===== src/design/ntpcal_pkg.sv =====
// Package: constants and stage payload types of the NTP to calendar converter
package ntpcal_pkg;

  localparam logic [31:0] NTP_UNIX_OFFSET = 32'd2208988800;

  // Seconds per day is 2^7 * 675; floor(y / 675) = (y * RECIP_675) >> 35 for y < 2^25
  localparam logic [24:0] DAY_ODD_FACTOR  = 25'd675;
  localparam logic [25:0] RECIP_675       = 26'd50903317;
  localparam int unsigned RECIP_675_SHIFT = 35;

  // days from 0000-03-01 to 1970-01-01, minus 400-year eras: 719468 - 4*146097
  localparam logic [17:0] DAYS_TO_EPOCH_IN_ERA = 18'd135080;
  localparam logic [17:0] DAYS_PER_400Y   = 18'd146097;
  localparam logic [17:0] ERA_LAST_DAY    = 18'd146096;
  localparam logic [17:0] DAYS_PER_100Y   = 18'd36524;
  localparam logic [17:0] DAYS_PER_200Y   = 18'd73048;
  localparam logic [17:0] DAYS_PER_300Y   = 18'd109572;
  localparam logic [17:0] DAYS_PER_YEAR   = 18'd365;

  // floor(y / 365) for y < 2^18
  localparam logic [15:0] RECIP_365       = 16'd45965;
  localparam int unsigned RECIP_365_SHIFT = 24;
  // floor(y / 153) for y < 2048
  localparam logic [10:0] RECIP_153       = 11'd1714;
  localparam int unsigned RECIP_153_SHIFT = 18;

  // Seconds per hour is 2^4 * 225; floor(y / 225) for y < 7199
  localparam logic [16:0] SECS_PER_HOUR   = 17'd3600;
  localparam logic [12:0] RECIP_225       = 13'd4661;
  localparam int unsigned RECIP_225_SHIFT = 20;
  // Seconds per minute is 2^2 * 15; floor(y / 15) for y < 2^10
  localparam logic [11:0] SECS_PER_MIN    = 12'd60;
  localparam logic [10:0] RECIP_15        = 11'd1093;
  localparam int unsigned RECIP_15_SHIFT  = 14;

  localparam logic [11:0] BASE_YEAR       = 12'd1600;
  localparam logic [11:0] YEARS_PER_ERA   = 12'd400;

  // Era day and seconds-of-day split carried between stages
  typedef struct packed {
    logic [31:0] unix_seconds;
    logic        era_hi;
    logic [17:0] doe;
    logic [16:0] sod;
  } split_t;

  // Civil date and time of day
  typedef struct packed {
    logic [31:0] unix_seconds;
    logic [11:0] year;
    logic [3:0]  month;
    logic [4:0]  day;
    logic [4:0]  hour;
    logic [5:0]  minute;
    logic [5:0]  second;
  } result_t;

endpackage


===== src/design/ntpcal_split.sv =====
// Front stages: offset subtract, day count, then era day and seconds-of-day split
module ntpcal_split import ntpcal_pkg::*; (
  input  logic        clk,
  input  logic        rst_n,
  input  logic        adv,
  input  logic        in_vld,
  input  logic [31:0] in_ntp,
  output logic        out_vld,
  output split_t      out_data
);

  logic        v1_r;
  logic        v2_r;
  logic        v3_r;
  logic [31:0] unix1_r;
  logic [31:0] unix2_r;
  logic [15:0] days2_r;
  split_t      d3_r;
  logic [50:0] day_prod;
  logic [15:0] days_nxt;
  logic [9:0]  sod_hi;
  logic [17:0] z;
  split_t      d3_nxt;

  // Divide by 86400: drop the 2^7 factor, then multiply by the reciprocal of 675
  always_comb begin
    day_prod = 51'(unix1_r[31:7]) * 51'(RECIP_675);
    days_nxt = 16'(day_prod >> RECIP_675_SHIFT);
  end

  // Split off the seconds of day and fold the day count into its 400-year era
  always_comb begin
    sod_hi = 10'(unix2_r[31:7] - 25'(days2_r) * DAY_ODD_FACTOR);
    z      = 18'(days2_r) + DAYS_TO_EPOCH_IN_ERA;
    d3_nxt.unix_seconds = unix2_r;
    d3_nxt.era_hi       = (z >= DAYS_PER_400Y);
    d3_nxt.doe          = d3_nxt.era_hi ? z - DAYS_PER_400Y : z;
    d3_nxt.sod          = {sod_hi, unix2_r[6:0]};
  end

  // Advance the valid bits of stages one to three
  always_ff @(posedge clk) begin
    if (!rst_n) begin
      v1_r <= 1'b0;
      v2_r <= 1'b0;
      v3_r <= 1'b0;
    end else if (adv) begin
      v1_r <= in_vld;
      v2_r <= v1_r;
      v3_r <= v2_r;
    end
  end

  always_ff @(posedge clk) begin
    if (adv) begin
      unix1_r <= in_ntp - NTP_UNIX_OFFSET;
      unix2_r <= unix1_r;
      days2_r <= days_nxt;
      d3_r    <= d3_nxt;
    end
  end

  assign out_vld  = v3_r;
  assign out_data = d3_r;

endmodule


===== src/design/ntp_seconds_to_calendar.sv =====
// Top level: pipelined NTP seconds to Unix seconds and civil date conversion
//   channel | dir | ports
//   in      | in  | in_valid, in_stall, in_ntp_seconds
//   out     | out | out_valid, out_stall, out_* fields
// Eight register stages; one beat may enter every cycle while in_stall is low.
// The pipeline advances as a whole while the output stage is empty or taken.
// in_stall is high exactly while a result waits under out_stall.
// Reset clears the valid bits only; no clearing pass.
module ntp_seconds_to_calendar import ntpcal_pkg::*; (
  input  logic        clk,
  input  logic        rst_n,
  input  logic        in_valid,
  output logic        in_stall,
  input  logic [31:0] in_ntp_seconds,
  output logic        out_valid,
  input  logic        out_stall,
  output logic [31:0] out_unix_seconds,
  output logic [11:0] out_year,
  output logic [3:0]  out_month,
  output logic [4:0]  out_day,
  output logic [4:0]  out_hour,
  output logic [5:0]  out_minute,
  output logic [5:0]  out_second
);

  logic        adv;
  logic        sv;
  split_t      sd;
  logic        v4_r, v5_r, v6_r, v7_r, v8_r;
  split_t      d4_r;
  logic [17:0] num4_r;
  logic [4:0]  hour4_r;
  logic [31:0] unix5_r;
  logic        era5_r;
  logic [17:0] doe5_r;
  logic [4:0]  hour5_r;
  logic [8:0]  yoe5_r;
  logic [11:0] rem5_r;
  logic [31:0] unix6_r;
  logic        era6_r;
  logic [8:0]  yoe6_r;
  logic [4:0]  hour6_r;
  logic [11:0] rem6_r;
  logic [8:0]  doy6_r;
  logic [5:0]  min6_r;
  logic [31:0] unix7_r;
  logic        era7_r;
  logic [8:0]  yoe7_r;
  logic [4:0]  hour7_r;
  logic [5:0]  min7_r;
  logic [5:0]  sec7_r;
  logic [8:0]  doy7_r;
  logic [3:0]  mp7_r;
  result_t     r8_r;
  logic [31:0] q1460_prod;
  logic [2:0]  cent_cnt;
  logic        era_last;
  logic [17:0] num4_nxt;
  logic [24:0] hour_prod;
  logic [4:0]  hour4_nxt;
  logic [32:0] yoe_prod;
  logic [8:0]  yoe5_nxt;
  logic [11:0] rem5_nxt;
  logic [1:0]  cyc_cnt;
  logic [8:0]  doy6_nxt;
  logic [19:0] min_prod;
  logic [5:0]  min6_nxt;
  logic [10:0] mp_num;
  logic [21:0] mp_prod;
  logic [3:0]  mp7_nxt;
  logic [5:0]  sec7_nxt;
  logic [4:0]  dd;
  logic [3:0]  mm;
  logic [11:0] yy;

  // First day of each month counted from March 1
  function automatic logic [8:0] month_start(logic [3:0] mp);
    case (mp)
      4'd0:    month_start = 9'd0;
      4'd1:    month_start = 9'd31;
      4'd2:    month_start = 9'd61;
      4'd3:    month_start = 9'd92;
      4'd4:    month_start = 9'd122;
      4'd5:    month_start = 9'd153;
      4'd6:    month_start = 9'd184;
      4'd7:    month_start = 9'd214;
      4'd8:    month_start = 9'd245;
      4'd9:    month_start = 9'd275;
      4'd10:   month_start = 9'd306;
      default: month_start = 9'd337;
    endcase
  endfunction

  assign adv      = !(v8_r && out_stall);
  assign in_stall = !adv;

  ntpcal_split u_split (
    .clk(clk), .rst_n(rst_n), .adv(adv), .in_vld(in_valid), .in_ntp(in_ntp_seconds),
    .out_vld(sv), .out_data(sd)
  );

  // Stage four: leap-day corrected era day, hour of day
  always_comb begin
    q1460_prod = 32'(sd.doe[17:2]) * 32'(RECIP_365);
    cent_cnt   = 3'(sd.doe >= DAYS_PER_100Y) + 3'(sd.doe >= DAYS_PER_200Y) +
                 3'(sd.doe >= DAYS_PER_300Y) + 3'(sd.doe >= ERA_LAST_DAY);
    era_last   = (sd.doe == ERA_LAST_DAY);
    num4_nxt   = sd.doe - 18'(q1460_prod >> RECIP_365_SHIFT) + 18'(cent_cnt) -
                 18'(era_last);
    hour_prod  = 25'(sd.sod[16:4]) * 25'(RECIP_225);
    hour4_nxt  = 5'(hour_prod >> RECIP_225_SHIFT);
  end

  // Stage five: year of era, seconds within the hour
  always_comb begin
    yoe_prod = 33'(num4_r) * 33'(RECIP_365);
    yoe5_nxt = 9'(yoe_prod >> RECIP_365_SHIFT);
    rem5_nxt = 12'(d4_r.sod - 17'(hour4_r) * SECS_PER_HOUR);
  end

  // Stage six: day of year from March 1, minute of hour
  always_comb begin
    cyc_cnt  = 2'(yoe5_r >= 9'd100) + 2'(yoe5_r >= 9'd200) + 2'(yoe5_r >= 9'd300);
    doy6_nxt = 9'(doe5_r - (18'(yoe5_r) * DAYS_PER_YEAR + 18'(yoe5_r[8:2]) -
               18'(cyc_cnt)));
    min_prod = 20'(rem5_r[11:2]) * 20'(RECIP_15);
    min6_nxt = 6'(min_prod >> RECIP_15_SHIFT);
  end

  // Stage seven: month from March, second of minute
  always_comb begin
    mp_num   = 11'(doy6_r) * 11'd5 + 11'd2;
    mp_prod  = 22'(mp_num) * 22'(RECIP_153);
    mp7_nxt  = 4'(mp_prod >> RECIP_153_SHIFT);
    sec7_nxt = 6'(rem6_r - 12'(min6_r) * SECS_PER_MIN);
  end

  // Stage eight: day of month, calendar month and year
  always_comb begin
    dd = 5'(doy7_r - month_start(mp7_r) + 9'd1);
    mm = (mp7_r < 4'd10) ? mp7_r + 4'd3 : mp7_r - 4'd9;
    yy = BASE_YEAR + (era7_r ? YEARS_PER_ERA : 12'd0) + 12'(yoe7_r) +
         ((mm <= 4'd2) ? 12'd1 : 12'd0);
  end

  // Advance the valid bits of stages four to eight
  always_ff @(posedge clk) begin
    if (!rst_n) begin
      v4_r <= 1'b0;
      v5_r <= 1'b0;
      v6_r <= 1'b0;
      v7_r <= 1'b0;
      v8_r <= 1'b0;
    end else if (adv) begin
      v4_r <= sv;
      v5_r <= v4_r;
      v6_r <= v5_r;
      v7_r <= v6_r;
      v8_r <= v7_r;
    end
  end

  always_ff @(posedge clk) begin
    if (adv) begin
      d4_r    <= sd;
      num4_r  <= num4_nxt;
      hour4_r <= hour4_nxt;
      unix5_r <= d4_r.unix_seconds;
      era5_r  <= d4_r.era_hi;
      doe5_r  <= d4_r.doe;
      hour5_r <= hour4_r;
      yoe5_r  <= yoe5_nxt;
      rem5_r  <= rem5_nxt;
      unix6_r <= unix5_r;
      era6_r  <= era5_r;
      yoe6_r  <= yoe5_r;
      hour6_r <= hour5_r;
      rem6_r  <= rem5_r;
      doy6_r  <= doy6_nxt;
      min6_r  <= min6_nxt;
      unix7_r <= unix6_r;
      era7_r  <= era6_r;
      yoe7_r  <= yoe6_r;
      hour7_r <= hour6_r;
      min7_r  <= min6_r;
      sec7_r  <= sec7_nxt;
      doy7_r  <= doy6_r;
      mp7_r   <= mp7_nxt;
      r8_r.unix_seconds <= unix7_r;
      r8_r.year   <= yy;
      r8_r.month  <= mm;
      r8_r.day    <= dd;
      r8_r.hour   <= hour7_r;
      r8_r.minute <= min7_r;
      r8_r.second <= sec7_r;
    end
  end

  assign out_valid        = v8_r;
  assign out_unix_seconds = r8_r.unix_seconds;
  assign out_year         = r8_r.year;
  assign out_month        = r8_r.month;
  assign out_day          = r8_r.day;
  assign out_hour         = r8_r.hour;
  assign out_minute       = r8_r.minute;
  assign out_second       = r8_r.second;

endmodule


===== config.mk =====
export PLATFORM = sky130hd
export DESIGN_NAME = ntp_seconds_to_calendar
export DESIGN_NICKNAME = d
export VERILOG_FILES = /design/src/design/ntpcal_pkg.sv /design/src/design/ntpcal_split.sv /design/src/design/ntp_seconds_to_calendar.sv
export SDC_FILE = /design/constraint.sdc
export NUM_CORES = 2
export LEC_CHECK = 0
export ABC_AREA = 1
export BUFFER_PORTS_ARGS = -buffer_cell sky130_fd_sc_hd__buf_2
export CAP_MARGIN = 20
export CORE_MARGIN = 2
export CORE_UTILIZATION = 60
export CTS_BUF_LIST = sky130_fd_sc_hd__clkbuf_4
export DETAILED_ROUTE_END_ITERATION = 7
export GPL_TIMING_DRIVEN = 0
export PLACE_DENSITY = 0.8
export SETUP_SLACK_MARGIN = 0.05
export SLEW_MARGIN = 20
export SYNTH_ARGS = -nofsm -noshare
export SYNTH_HDL_FRONTEND = slang
export SYNTH_HIERARCHICAL = 1
export SYNTH_SLANG_ARGS = --single-unit

===== constraint.sdc =====
create_clock -name clk -period 8.2 [get_ports clk]
set_clock_uncertainty 0.2 [all_clocks]
set_input_delay 1.23 -clock clk [delete_from_list [all_inputs] [get_ports clk]]
set_output_delay 1.23 -clock clk [all_outputs]
set_load 0.01 [all_outputs]

* Yosys cells after proc, flatten, opt, wreduce, memory -nomap -nowiden *
Memories as Yosys holds them, arrays and structs flattened. A register that Yosys moved wholly into a read port is not among the register bits.
Cells that the tools add are included.

word-level totals
  bits in read-only memories = 144
  output and inout port bits = 72
  bits in registers = 507
  input port bits = 36
  logic and storage cells = 103
  memories kept = 1

operators by class
  multipliers = 11
  add/subtract/negate cells = 25
  $lt $le $gt $ge = 10
  eq/ne operators = 1
  mux-type cells = 5
  reductions and logical operators = 1

memory list
  name             words  width  rd ports  clocked after Yosys merged registers in  wr ports  line                           text
  (no name shown)  16     9      1         1                                        0         ntp_seconds_to_calendar.sv:78  case (mp)

operator list
  operator                                                                  count
  25-bit by 26-bit multiplier with 51-bit output (second input constant)    1
  18-bit by 17-bit >= comparator with 1-bit output (second input constant)  2
  18-bit >= comparator (second input constant)                              2
  18-bit by 16-bit multiplier with 33-bit output (second input constant)    1
  16-bit by 16-bit multiplier with 32-bit output (second input constant)    1
  32-bit subtractor (second input constant)                                 1
  13-bit by 13-bit multiplier with 25-bit output (second input constant)    1
  11-bit by 10-bit multiplier with 21-bit output (second input constant)    1
  10-bit by 11-bit multiplier with 20-bit output (second input constant)    1
  16-bit by 18-bit adder with 18-bit output (second input constant)         1
  18-bit by 3-bit adder with 18-bit output                                  1
  18-bit equality test (second input constant)                              1
  18-bit by 16-bit >= comparator with 1-bit output (second input constant)  1
  18-bit two-way mux                                                        1
  18-bit by 1-bit subtractor with 18-bit output                             1
  18-bit subtractor (second input constant)                                 1
  18-bit by 8-bit subtractor with 18-bit output                             1
  16-bit by 10-bit multiplier with 10-bit output (second input constant)    1
  11-bit by 9-bit adder with 12-bit output (first input constant)           1
  12-bit by 1-bit adder with 12-bit output                                  1
  12-bit by 9-bit adder with 12-bit output                                  1
  12-bit subtractor                                                         1
  11-bit by 2-bit adder with 11-bit output (second input constant)          1
  9-bit by 3-bit multiplier with 11-bit output (second input constant)      1
  25 further kinds                                                          27

* Longest topological paths before layout *
  word-level depth = 6
  gate-level depth with buffers = 36
  mapped depth without buffers = 36

* Cells and area by module *
The synthesis kept the hierarchy.

modules (own cells, without submodules)
  module                   cells an instance  area each (sq um)  seq. area each (sq um)  times used
  ntp_seconds_to_calendar  2875               31915.6            10740.3                 1
  ntpcal_split             1926               17958.5            4294.1                  1

* Least setup slack after synthesis *
OpenSTA, ideal clock, no wires.

  path type = in2reg
  from = input out_stall
  to = register (tool-made name)
  data arrival time = 8.154 ns
  buffers on the path = 1
  setup time = 0.121 ns
  cell stages on the path = 11
  path slack = -0.274 ns
  cell sequence = nand2_1 > buf_2 > nand2_1 > nand2_1 > inv_1 > ha_1 > inv_1 > nand3_1 > nand2_1 > nand2_1 > nand2_1

RTL lines
  element      line                           text
  from (decl)  ntp_seconds_to_calendar.sv:16  input logic out_stall,

* Worst setup path after layout *
  from = register u_split.d3_r, in the netlist u_split/out_data[22]
  to = register num4_r[16] (data pin)

on the way
  longest elaborated chain between the ends = 6
  elaborated cells between the ends (all ways) = 12
  classes of those cells = add/sub: 6; mul: 1; order compare: 4; eq/ne: 1

RTL lines
  element                                                                                                 line                            text
  from (decl)                                                                                             ntpcal_split.sv:18              split_t d3_r;
  from (signal assigned)                                                                                  ntpcal_split.sv:59              d3_r <= d3_nxt;
  parallel branches: the longest is 5 deep, another holds 16-bit by 16-bit multiplier with 32-bit output  -
  18-bit by 1-bit subtractor with 18-bit output (*)                                                       ntp_seconds_to_calendar.sv:108  num4_nxt = sd.doe - 18'(q1460_prod >> RECIP_365_SHIFT) + 18'(cent_cnt) -
  net num4_nxt[16]                                                                                        ntp_seconds_to_calendar.sv:58   logic [17:0] num4_nxt;
  to (signal assigned)                                                                                    ntp_seconds_to_calendar.sv:166  num4_r <= num4_nxt;
  to (decl)                                                                                               ntp_seconds_to_calendar.sv:31   logic [17:0] num4_r;

Mark *: on every way through the listed nets, which the timed path passes.
A chain may end at the register's enable or synchronous reset.

==> results.md <==
- Clock Sinks: between 500 and 600
- HPWL after DPL: about 80,000 um
- I/O Buffers: around 110
- Ys async rst share: 0
- Worst path slowest cell: fa_2
- Average cell area after synthesis: 10.39 um2
- Vias per std cell: between 5 and 6
- Top FF cell, synth: edfxtp_1
- Total wire length: about 100,000 um
- Vias in the first global route: 34,850
- Crit-path max cell delay: 0.60 ns
- Top post-synthesis cells by area: edfxtp_1 (30%), ha_1 (24%), fa_1 (20%)
- Outcome: finished, final reports clean
- Die height: approximately 290 um
- Worst min path class: input port to flip-flop
- Fill cells: about 6,400
- Starting Density: 0.6064
- Worst Path Max Fanout: 7
- Synth cell types: 58
- Die X: 292.3 um
- Min cycle time layout: 7.861 ns
- Yosys warns: 6
- Crit path capture type: flip-flop
- CTS H-tree depth: 4
- Placed inst area: 0.05190 mm2
- Slew Limit Fails: 0
- CP most frequent cell: fa_1
- Relative slew slack: 0.3392
- Final setup margin: between 0.3 and 0.4 ns
- Total GRT Usage: 0.2455
- DR WL/cell: between 15 and 20 um
- First-pass GRT wire length: about 170,000 um
- Design area: roughly 0.054 mm2
- Commonest non-fill, non-tap cell in the layout: inv_1
- Number of synthesized flops with an enable pin: between 400 and 500
- CTS Root Cell: clkbuf_4
- Antenna violations before repair: 4
- Num CTS Buffers: around 140
- Largest net degree at the start of global routing: 109
- Placer Congestion: ~0.94
- Fin. Hold Viols: 0
- Final Setup Violations: 0
- GRT Residual Overflow: 0
- Clk buf depth: 3
- 1st-pass router iterations: 5
- Share of cells above drive strength 1: 0.09592
- Number of vias in the routed layout: 33,150
- Max Cap Violations: 0
- Nets: 6,590
- Post-route ant nets: 0
- CP arrival: between 8 and 9 ns
- Final period utilization: 0.9587
- Slew @ Worst Pin: 0.9912 ns
- Mapped Cells: approximately 4,800
- Clock slew at reported path FFs: about 0.070 ns
- Cell taking the most area after synthesis: edfxtp_1
- CTS tree: yes
- # rows: approximately 110
- FMAX: about 130 MHz
- Mapped Nets: 6,289
- Placement Setup Slack: -1.007 ns
- Drt drc: 0
- Crit path buf inv count: 7
- Syn-to-layout area delta: 8.913%
- RSZ-0062 raised after global routing: no
- CP Launch Type: flip-flop
- Leading cell types in the layout, fill and taps excluded: inv_1 (1,157), ha_1 (955), nand2_1 (531)
- DIE AREA: 0.08545 mm2
- First DRT Iteration DRCs: 1,689
- Critical path type: flip-flop to flip-flop
- Crit-path leading delay family: adder cells
- #FFs+latches synth: roughly 510
- Yosys top cell area share: 0.2962
- Synthesized area: 0.04987 mm2
- Io pins: approximately 110
- WP data required: between 8 and 9 ns
- Hold Slack: 0.1468 ns
- Worst-Skew Late Latency: between 1 and 1.5 ns
- Sequential share of the synthesized area: 0.3014
- Core ar.: between 0.08 and 0.09 mm2
-- registers in the layout, indices dropped and copies added (netlist names), 12 cells and up, named ones only --
register and count:
u_split/out_data 61, d4_r 54, out_unix_seconds 32, u_split/unix1_r 32
u_split/unix2_r 32, unix5_r 32, unix6_r 32, unix7_r 32
num4_r 18, u_split/days2_r 16, out_year 12, rem5_r 12
-- worst reg2reg max path, delay by kind of cell (launching register included) --
| kind | cells | cell delay, ns |
|---|---|---|
| AO/OA/AOI/OAI | 5 | 0.65 |
| XOR/XNOR | 2 | 0.28 |
| AND/OR/NAND/NOR | 3 | 0.30 |
| buffers and inverters | 7 | 0.74 |
| adder cells (fa/ha/maj) | 11 | 5.03 |
| flip-flops | 1 | 0.43 |
-- timing repair --
action | in CTS | in global routing
pin swaps | 8 | 29
resized for setup | 13 | 47
hold buffers | 0 | 0
setup endpoints to repair | 15 | 9
hold endpoints to repair | 0 | 0
setup buffers | 27 | 22
-- path summary, 6_finish.rpt --
check	start	end	slack, ns	cells after the start
worst max register to register	u_split/out_data[22]$_DFFE_PP_	num4_r[16]$_DFFE_PN_	0.34	28
worst min-delay path	in_ntp_seconds[0]	u_split/unix1_r[0]$_DFFE_PP_	0.15	1
worst max-delay path	u_split/out_data[22]$_DFFE_PP_	num4_r[16]$_DFFE_PN_	0.34	28
worst min register to register	d4_r[19]$_DFFE_PN_	doe5_r[2]$_DFFE_PN_	0.19	0
-- kinds of logic (layout without fill, tap and decap cells) --
logic type / after synthesis / count (layout) / synth area share
AND/OR/NAND/NOR: 1023 / 1023 / 0.08788
adder cells (fa/ha/maj): 1452 / 1452 / 0.4380
flip-flops: 505 / 505 / 0.3014
XOR/XNOR: 168 / 168 / 0.02950
AO/OA/AOI/OAI: 460 / 460 / 0.05223
other: 0 / 10 / 0
buffers and inverters: 1193 / 1594 / 0.09092
-- per-layer routing --
metal	wire length (um)	GRT usage	part of all wire
met2	49170	0.4207	0.49
met4	3508	0.09931	0.035
met3	4940	0.04204	0.049
met1	42760	0.3102	0.43
met5	13	0	0.00013
-- Yosys cell counts (2+ instances only) --
cell and count:
a211oi_1 7, or2_2 6, nand4_1 29, a21oi_1 206
o21ai_1 3, inv_2 10, nor2_2 7, o21a_1 10
nand2_1 539, o21bai_1 22, o311ai_0 2, buf_6 2
inv_1 1170, dfxtp_1 13, o211ai_1 7, and2_1 3
ha_1 962, a31o_2 3, xor2_1 113, nand3_1 125
o2111ai_1 4, fa_1 490, a21boi_0 8, a31oi_1 19
buf_4 7, o31a_1 2, nor2_1 223, o21ai_2 10
and3_1 2, nor3_1 38, a21o_1 14, nor4_1 9
nand3b_1 9, edfxtp_1 492, nand2_2 15, nor3_2 2
nand2_4 4, nand3_2 5, xnor2_1 55, o21ai_0 136
-- area by class of cell --
cell class                 count  area [um2]  area share
antenna                       10       25.02   0.0004607
buffer                        12       108.9    0.002004
clock buffer                 185        1389     0.02557
clock inverter                55       364.1    0.006703
inverter                    1181        4447     0.08186
multi-input combinational   3103       30520      0.5619
sequential                   505       15030      0.2768
tap                         1070        1339     0.02465
timing repair buffer         161        1089     0.02004
-- per-stage QoR --
stage / TNS (ns) / util / std cells
floorplan: 0 / - / 4801
global placement: -4.918 / 0.6293 / 5978
detailed placement: -6.005 / 0.6310 / 5983
CTS: 0 / 0.6554 / 6250
global route: 0 / 0.6605 / 6281
finish: 0 / 0.6605 / 6282
Power is not shown: default switching activity piles up to over one toggle a cycle in this logic, so the estimate is an artifact.
